===== src/rtl/core/rgbhsv_pkg.sv =====
// ----------------------------------------------------------------------------
// RGB to HSV package
// Shared constants, types and the restoring-division step used by the
// converter pipeline.
// ----------------------------------------------------------------------------
package rgbhsv_pkg;

  // Hue scaling in sixteenths of a degree
  localparam int HUE_SCALE   = 960;   // 60 degrees * 16
  localparam int SECTOR_SPAN = 1920;  // 120 degrees * 16
  localparam int FULL_CIRCLE = 5760;  // 360 degrees * 16

  localparam int CHAN_W  = 8;
  localparam int HUE_W   = 13;
  localparam int SAT_W   = 8;
  localparam int NUM_W   = CHAN_W + HUE_W;  // hue dividend width

  // Division stages and quotient steps per stage
  localparam int DIV_STAGES      = 4;
  localparam int STEPS_PER_STAGE = 4;
  localparam int HUE_STEPS       = HUE_W;
  localparam int SAT_STEPS       = SAT_W;

  // Which channel is largest (red tested first, then green)
  typedef enum logic [1:0] {
    SECTOR_RED,
    SECTOR_GREEN,
    SECTOR_BLUE
  } sector_t;

  // Payload carried through the division stages
  typedef struct packed {
    logic [CHAN_W-1:0] hi;        // brightness and saturation divisor
    logic [CHAN_W-1:0] delta;     // hue divisor
    logic              gray;
    logic [CHAN_W-1:0] hue_rem;
    logic [HUE_W-1:0]  hue_dvd;   // dividend bits still to shift in
    logic [HUE_W-1:0]  hue_q;
    logic [CHAN_W-1:0] sat_rem;
    logic [SAT_W-1:0]  sat_dvd;
    logic [SAT_W-1:0]  sat_q;
  } div_pipe_t;

  // Run one stage worth of restoring-division steps on each divider that still has quotient bits to resolve
  function automatic div_pipe_t div_steps(div_pipe_t p, int base);
    div_pipe_t    q;
    logic [CHAN_W:0] trial;
    q = p;
    for (int k = 0; k < STEPS_PER_STAGE; k++) begin
      if (base + k < HUE_STEPS) begin
        trial     = {q.hue_rem, q.hue_dvd[HUE_W-1]};
        q.hue_dvd = {q.hue_dvd[HUE_W-2:0], 1'b0};
        if (trial >= {1'b0, q.delta}) begin
          q.hue_rem = CHAN_W'(trial - {1'b0, q.delta});
          q.hue_q   = {q.hue_q[HUE_W-2:0], 1'b1};
        end else begin
          q.hue_rem = trial[CHAN_W-1:0];
          q.hue_q   = {q.hue_q[HUE_W-2:0], 1'b0};
        end
      end
      if (base + k < SAT_STEPS) begin
        trial     = {q.sat_rem, q.sat_dvd[SAT_W-1]};
        q.sat_dvd = {q.sat_dvd[SAT_W-2:0], 1'b0};
        if (trial >= {1'b0, q.hi}) begin
          q.sat_rem = CHAN_W'(trial - {1'b0, q.hi});
          q.sat_q   = {q.sat_q[SAT_W-2:0], 1'b1};
        end else begin
          q.sat_rem = trial[CHAN_W-1:0];
          q.sat_q   = {q.sat_q[SAT_W-2:0], 1'b0};
        end
      end
    end
    return q;
  endfunction

endpackage


===== src/rtl/core/rgb_to_hsv_converter.sv =====
// ----------------------------------------------------------------------------
// RGB to HSV converter
// Pipelined conversion of 8-bit RGB pixels into hue (1/16 degree),
// saturation and brightness.
// ----------------------------------------------------------------------------
// Accepts one pixel per clock while the output is not stalled and returns
// one result per pixel, in order. Stage one finds the largest and smallest
// channel and the hue sector, stage two forms the hue and saturation
// dividends, and four division stages each resolve up to four quotient
// bits of two restoring dividers working side by side (13 hue bits, 8
// saturation bits); the last division stage is the output register. Gray
// pixels give hue and saturation zero. A stall only holds the stages that
// are full, so bubbles close up behind it.
module rgb_to_hsv_converter
  import rgbhsv_pkg::*;
(
  input  logic              clk,
  input  logic              rst_n,
  input  logic              in_valid,
  output logic              in_stall,
  input  logic [CHAN_W-1:0] in_red,
  input  logic [CHAN_W-1:0] in_green,
  input  logic [CHAN_W-1:0] in_blue,
  output logic              out_valid,
  input  logic              out_stall,
  output logic [HUE_W-1:0]  out_hue,
  output logic [SAT_W-1:0]  out_saturation,
  output logic [CHAN_W-1:0] out_brightness
);

  localparam int NSTAGE = DIV_STAGES + 2;  // stage one, dividend stage, dividers

  logic [NSTAGE-1:0] vld_r;
  logic [NSTAGE-1:0] vld_nxt;
  logic [NSTAGE-1:0] adv;

  // Stage one registers
  logic [CHAN_W-1:0]      s1_hi_r,    s1_hi_nxt;
  logic [CHAN_W-1:0]      s1_delta_r, s1_delta_nxt;
  sector_t                s1_sector_r, s1_sector_nxt;
  logic signed [CHAN_W:0] s1_diff_r,  s1_diff_nxt;

  // Dividend stage and division stages
  div_pipe_t pl_r   [DIV_STAGES+1];
  div_pipe_t pl_nxt [DIV_STAGES+1];

  // Advance a stage when it is empty or the next one advances
  always_comb begin
    adv[NSTAGE-1] = !vld_r[NSTAGE-1] || !out_stall;
    for (int i = NSTAGE - 2; i >= 0; i--) begin
      adv[i] = !vld_r[i] || adv[i+1];
    end
    vld_nxt[0] = adv[0] ? in_valid : vld_r[0];
    for (int i = 1; i < NSTAGE; i++) begin
      vld_nxt[i] = adv[i] ? vld_r[i-1] : vld_r[i];
    end
  end

  assign in_stall = !adv[0];

  always_ff @(posedge clk) begin
    if (!rst_n) begin
      vld_r <= '0;
    end else begin
      vld_r <= vld_nxt;
    end
  end

  // Stage one: largest, smallest, sector and signed channel difference
  always_comb begin
    logic [CHAN_W-1:0] lo;
    s1_hi_nxt = in_red;
    if (in_green > s1_hi_nxt) s1_hi_nxt = in_green;
    if (in_blue > s1_hi_nxt) s1_hi_nxt = in_blue;
    lo = in_red;
    if (in_green < lo) lo = in_green;
    if (in_blue < lo) lo = in_blue;
    s1_delta_nxt = s1_hi_nxt - lo;
    if (s1_hi_nxt == in_red) begin
      s1_sector_nxt = SECTOR_RED;
      s1_diff_nxt   = $signed({1'b0, in_green}) - $signed({1'b0, in_blue});
    end else if (s1_hi_nxt == in_green) begin
      s1_sector_nxt = SECTOR_GREEN;
      s1_diff_nxt   = $signed({1'b0, in_blue}) - $signed({1'b0, in_red});
    end else begin
      s1_sector_nxt = SECTOR_BLUE;
      s1_diff_nxt   = $signed({1'b0, in_red}) - $signed({1'b0, in_green});
    end
  end

  always_ff @(posedge clk) begin
    if (adv[0] && in_valid) begin
      s1_hi_r     <= s1_hi_nxt;
      s1_delta_r  <= s1_delta_nxt;
      s1_sector_r <= s1_sector_nxt;
      s1_diff_r   <= s1_diff_nxt;
    end
  end

  // Dividend stage: hue numerator with sector offset, saturation numerator
  always_comb begin
    logic [HUE_W-1:0]         offset;
    logic signed [NUM_W+1:0]  hue_prod;
    logic [NUM_W-1:0]         hue_off;
    logic signed [NUM_W+1:0]  hue_num;
    logic [2*CHAN_W-1:0]      sat_num;
    case (s1_sector_r)
      SECTOR_RED:   offset = s1_diff_r[CHAN_W] ? HUE_W'(FULL_CIRCLE) : '0;
      SECTOR_GREEN: offset = HUE_W'(SECTOR_SPAN);
      SECTOR_BLUE:  offset = HUE_W'(2 * SECTOR_SPAN);
      default:      offset = '0;
    endcase
    hue_prod = (NUM_W+2)'(s1_diff_r) * $signed((NUM_W+2)'(HUE_SCALE));
    hue_off  = NUM_W'(offset) * NUM_W'(s1_delta_r);
    hue_num  = hue_prod + $signed({2'b00, hue_off});
    sat_num  = {s1_delta_r, {CHAN_W{1'b0}}} - (2*CHAN_W)'(s1_delta_r);

    pl_nxt[0].hi      = s1_hi_r;
    pl_nxt[0].delta   = s1_delta_r;
    pl_nxt[0].gray    = (s1_delta_r == '0);
    pl_nxt[0].hue_rem = hue_num[NUM_W-1:HUE_W];
    pl_nxt[0].hue_dvd = hue_num[HUE_W-1:0];
    pl_nxt[0].hue_q   = '0;
    pl_nxt[0].sat_rem = sat_num[2*CHAN_W-1:SAT_W];
    pl_nxt[0].sat_dvd = sat_num[SAT_W-1:0];
    pl_nxt[0].sat_q   = '0;
  end

  // Division stages; the last one zeroes the quotients of gray pixels
  for (genvar k = 0; k < DIV_STAGES; k++) begin : g_div
    always_comb begin
      pl_nxt[k+1] = div_steps(pl_r[k], k * STEPS_PER_STAGE);
      if ((k == DIV_STAGES - 1) && pl_nxt[k+1].gray) begin
        pl_nxt[k+1].hue_q = '0;
        pl_nxt[k+1].sat_q = '0;
      end
    end
  end

  // Load each payload register when its stage advances over a full one
  always_ff @(posedge clk) begin
    for (int k = 0; k <= DIV_STAGES; k++) begin
      if (adv[k+1] && vld_r[k]) begin
        pl_r[k] <= pl_nxt[k];
      end
    end
  end

  // Drive the result channel from the last division stage
  assign out_valid      = vld_r[NSTAGE-1];
  assign out_hue        = pl_r[DIV_STAGES].hue_q;
  assign out_saturation = pl_r[DIV_STAGES].sat_q;
  assign out_brightness = pl_r[DIV_STAGES].hi;

endmodule

===== config.mk =====
export PLATFORM = sky130hd
export DESIGN_NAME = rgb_to_hsv_converter
export DESIGN_NICKNAME = d
export VERILOG_FILES = /design/src/rtl/core/rgbhsv_pkg.sv /design/src/rtl/core/rgb_to_hsv_converter.sv
export SDC_FILE = /design/constraint.sdc
export NUM_CORES = 1
export LEC_CHECK = 0
export BUFFER_PORTS_ARGS = -buffer_cell sky130_fd_sc_hd__buf_2
export CORE_MARGIN = 2
export CORE_UTILIZATION = 25
export CTS_BUF_LIST = sky130_fd_sc_hd__clkbuf_2
export DETAILED_ROUTE_END_ITERATION = 12
export GPL_TIMING_DRIVEN = 0
export SKIP_CTS_REPAIR_TIMING = 1
export SLEW_MARGIN = 10
export SYNTH_ARGS = -nofsm -noshare
export SYNTH_HDL_FRONTEND = slang
export SYNTH_SLANG_ARGS = --single-unit

===== constraint.sdc =====
create_clock -name clk -period 19.95 [get_ports clk]
set_clock_uncertainty 0.2 [all_clocks]
set_input_delay 4.9875 -clock clk [delete_from_list [all_inputs] [get_ports clk]]
set_output_delay 4.9875 -clock clk [all_outputs]
set_load 0.03 [all_outputs]

Word-level counts from Yosys, hierarchy flattened. Memories as Yosys holds them, arrays and structs flattened. Cells that the tools add are included.

Add/sub/neg operators: 27. Multiply operators: 2. Divide/modulo/power cells: 0. Magnitude comparators: 25. Equal/unequal tests: 4. Shift operators: 0. Mux-type cells: 63. Bitwise gates (word level): 0. Reduce and logical (&&, ||, !) cells: 22.

Operator list (count): $mux W8 (26); $ge A9 B8 Y1 (21); $sub A8 B8 Y8 (22); $pmux W13 S3 (1); $mux W1 (31); $sub A8 B8 Y9 (3); $mux W13 (2); $add A20 B21 Y21 (1); $mul A13 B8 Y21 (1); $mux W9 (2); $eq A8 B8 Y1 (2); $gt A8 B8 Y1 (2); $lt A8 B8 Y1 (2); $sub A16 B8 Y16 (1); $mul A9 B5 Y14 const B (1); $logic_not A1 Y1 (8); $logic_not A8 Y1 (1); $logic_and A1 B1 Y1 (6); $logic_or A1 B1 Y1 (6); $eq A2 B1 Y1 const B (1); $eq A2 B2 Y1 const B (1); $logic_not A2 Y1 (1); $mux W2 (1).

Register bits: 33. Bits in latches: 0. Bits in writable memories: 375. Bits in read-only memories: 0. Memories: 1.

Memories: pl_r (words 5, bits a word 75, rd ports 5, clocked after Yosys merged registers in 0, write ports 5, RTL line rgb_to_hsv_converter.sv:44) `div_pipe_t pl_r [DIV_STAGES+1];`.

Logic depth before layout (Yosys ltp).
Word-level depth: 9. Depth in mapped cells: 42. Depth with buffers taken out: 40.

Least setup slack after synthesis. Ideal clock, no wire load.

Path kind: input -> output. Start point: input port out_stall. End point: output port in_stall. Arrival time: 5.787 ns. Data required time: 14.762 ns. Path slack: 8.976 ns. Stages on the path: 3. Buffers on the path: 0. Path through: and3_1 -> and3_1 -> and3_1.

Longest elaborated chain between the ends: 8.

Ends and longest elaborated chain: start: declaration (RTL line rgb_to_hsv_converter.sv:25) `input logic out_stall,`; $logic_not A1 Y1 (RTL line rgb_to_hsv_converter.sv:49) `adv[NSTAGE-1] = !vld_r[NSTAGE-1] || !out_stall;`; $logic_or A1 B1 Y1 (RTL line rgb_to_hsv_converter.sv:49); $logic_or A1 B1 Y1 (5 in a row) (RTL line rgb_to_hsv_converter.sv:51) `adv[i] = !vld_r[i] || adv[i+1];`; $logic_not A1 Y1 (RTL line rgb_to_hsv_converter.sv:59) `assign in_stall = !adv[0];`; end: declaration (RTL line rgb_to_hsv_converter.sv:20) `output logic in_stall,`.

No other way between the ends.

Worst setup path in the final report. Same ends and word-level chain as after synthesis.

==> results by group <==
Synthesis
  • Main synth FF type: edfxtp_1
  • Distinct cell type count of the synthesized netlist: 79
  • Asr flop ratio synth: 0%
  • Mapped Area: 21700 um2
  • YS warnings: 0
  • Synth Register Bits: 242
  • Syn Nets: 2552
  • Seq/Total Area, Yosys: 33.2%
  • Post-synth EDFFs: 236
  • Cells after Synth: 2186
  • Syn avg cell area: 9.92 um2

Timing
  • Hold Vio Cnt, Final: 0
  • Slew @ Worst Pin: 997 ps
  • Final period demand of the worst path: 11860 ps
  • RSZ-0062 raised after global routing: false
  • Max-slew headroom: 32.9%
  • Peak Freq: 0.0843 GHz
  • Final worst setup slack: 8090 ps
  • Final Cycle Share: 59.4%
  • Slew Viols, Final: 0
  • Setup TNS: 0 ps
  • Endpoints failing setup: 0

Clocking
  • CTS buffer count: 61
  • H-tree depth: 2
  • Deepest clock path buffer count: 3
  • Skew-Pair Late Insertion Delay: 1050 ps
  • Root Driver: clkbuf_2
  • Worst-path clk slew: 110 ps
  • CTS Sinks: 242
  • CTS tree: done

Final layout
  • Layout area overhead: 11.9%
  • Nets: 2679
  • Non-Filler Instances: 3521
  • Design area: 24300 um2
  • Layout cell share with drive strength beyond 1: 12.5%

Drt
  • Met3 wire length: 1830 um
  • DRC: 0
  • Number of DRC markers in iteration 0: 860
  • Drt first pass iters: 7
  • Routed vias/inst: 4.50
  • Final ANT Viol Nets: 0
  • Highest metal used: met5
  • Met2 WL: 21000 um
  • Met1 WL: 23900 um
  • Routed len/inst: 13.5 um
  • Vias: 15800
  • Routed wire length: 47700 um

Die
  • Die width: 298 um
  • Core footprint: 86300 um2
  • I/O pin cnt: 59
  • Cell Rows: 108
  • Full die area: 89100 um2
  • Die Y: 298 um
  • Starting Density: 25.1%

Run status
  • Status: finished clean

Worst setup path
  • CP required: 14760 ps
  • Most used cell, CP: and3_1
  • CP arrival: 6670 ps
  • Slowest cell on crit path: and3_1
  • Worst setup path class: in2out
  • Critical Path End Type: output pin
  • Critical Path Source Type: primary input
  • Crit path max fanout: 5
  • Critical Path Max Stage Delay: 490 ps
  • CP cell instances: buf_2, and3_1, and3_1, and3_1, buf_2

Placed design
  • Pre-CTS setup slack: 8050 ps
  • Post-detail-place hpwl: 38400 um
  • Port bufs: 58
  • Final Wtd Congestion: 0.873
  • Placed Area: 23600 um2
  • Placed insts: 3405

Run
  • MaxCap Viol Count: 0

Worst hold path
  • Min-delay worst type: reg2reg

GRT
  • Vias in the first global route: 15400
  • Gr ovfl total: 0
  • Largest net degree at the start of global routing: 33
  • Initial antenna violation count: 2
  • First-pass GRT wire length: 78300 um
  • Tot GR Track Use: 10.6%
==> state kept, by name (all words and copies together), names as in the netlist <==
name / cells
s1_delta_r: 8
vld_r: 6
s1_sector_r: 2
s1_diff_r: 9
pl_r: 209
s1_hi_r: 8
==> metal layers <==
metal	up-vias	GRT usage, %
li1	8026	-
met1	7457	14.9
met2	263	16.8
met3	83	1.61
met4	2	2.99
met5	-	0
==> layout make-up <==
type	count	area, um2
clock buffers	81	405
diodes	1	2.50
flip-flops and latches	242	7210
clock inverters	34	253
repair buffers	64	420
inverters	287	1080
well taps	1155	1450
plain buffers	57	343
fillers	9082	62100
multi-input cells	1600	13100
==> final timing paths <==
kind                               start                endpoint  slack [ps]  depth (start not counted)
setup / recovery               out_stall                in_stall        8090                          5
hold / removal    pl_r[0][293]$_DFFE_PP_  pl_r[0][368]$_DFFE_PP_         210                          0
setup reg to reg  pl_r[0][135]$_DFFE_PP_  pl_r[0][207]$_DFFE_PP_        9850                         38
hold reg to reg   pl_r[0][293]$_DFFE_PP_  pl_r[0][368]$_DFFE_PP_         210                          0
==> cells in the final DEF (no fill, tap or decap), types with 10 or more instances in the layout <==
master | Yosys | layout
xnor2_1 | 96 | 96
or2_2 | 10 | 10
nor4_1 | 11 | 11
a21oi_1 | 129 | 129
fa_1 | 69 | 69
xor2_1 | 57 | 57
nand4_1 | 21 | 21
nor2_1 | 144 | 144
nor2b_1 | 75 | 72
buf_4 | 30 | 30
a21boi_0 | 22 | 19
nor3_1 | 34 | 34
mux2_2 | 60 | 60
a211oi_1 | 12 | 12
o21bai_1 | 14 | 14
edfxtp_1 | 236 | 236
o21a_1 | 49 | 49
nand2_1 | 103 | 103
a21o_1 | 41 | 41
inv_1 | 285 | 285
clkbuf_2 | 0 | 81
nand2b_1 | 31 | 31
clkinv_1 | 2 | 24
ha_1 | 269 | 269
o21ai_0 | 119 | 119
buf_2 | 7 | 65
clkbuf_1 | 15 | 15
o211ai_1 | 18 | 18
mux2i_1 | 45 | 45
nand3_1 | 19 | 19
and2_1 | 30 | 30
==> synth_stat cells (14+ instances only) <==
cell | n | share of area [%]
nor2_1 | 144 | 2.5
nand3_1 | 19 | 0.44
buf_4 | 30 | 1.0
xor2_1 | 57 | 2.3
edfxtp_1 | 236 | 33
mux2i_1 | 45 | 2.1
nand4_1 | 21 | 0.61
o21bai_1 | 14 | 0.48
and2_1 | 30 | 0.87
nor3_1 | 34 | 0.78
a21boi_0 | 22 | 0.76
nor2b_1 | 75 | 2.2
xnor2_1 | 96 | 3.9
inv_1 | 285 | 4.9
nand2b_1 | 31 | 0.89
nand2_1 | 103 | 1.8
o21ai_0 | 119 | 2.7
a21oi_1 | 129 | 3.0
o21a_1 | 49 | 1.7
a21o_1 | 41 | 1.4
mux2_2 | 60 | 3.1
ha_1 | 269 | 16
fa_1 | 69 | 6.4
clkbuf_1 | 15 | 0.26
o211ai_1 | 18 | 0.62
==> stage by stage <==
stage	util [%]	hold slack (ps)
floorplan	-	200
global placement	27.1	201
detailed placement	27.3	205
CTS	28.1	193
global route	28.1	197
finish	28.1	211
==> worst max-delay path, delay by kind of cell <==
family                 cells  cell delay [ps]
and+or+nand+nor            3             1270
buffers and inverters      2              400
==> cells by family (layout without fill, tap and decap cells) <==
| group | after synthesis | in the layout | share of synthesized area, % |
|---|---|---|---|
| simple gates | 516 | 516 | 12.0 |
| buf+inv | 344 | 523 | 6.55 |
| flops | 242 | 242 | 33.2 |
| other cells | 0 | 1 | 0 |
| mux | 107 | 107 | 5.33 |
| fa+ha+maj | 338 | 338 | 21.9 |
| compound gates | 486 | 486 | 14.8 |
| xor+xnor | 153 | 153 | 6.18 |
Power is not shown: default switching activity piles up to over one toggle a cycle in this logic, so the estimate is an artifact.
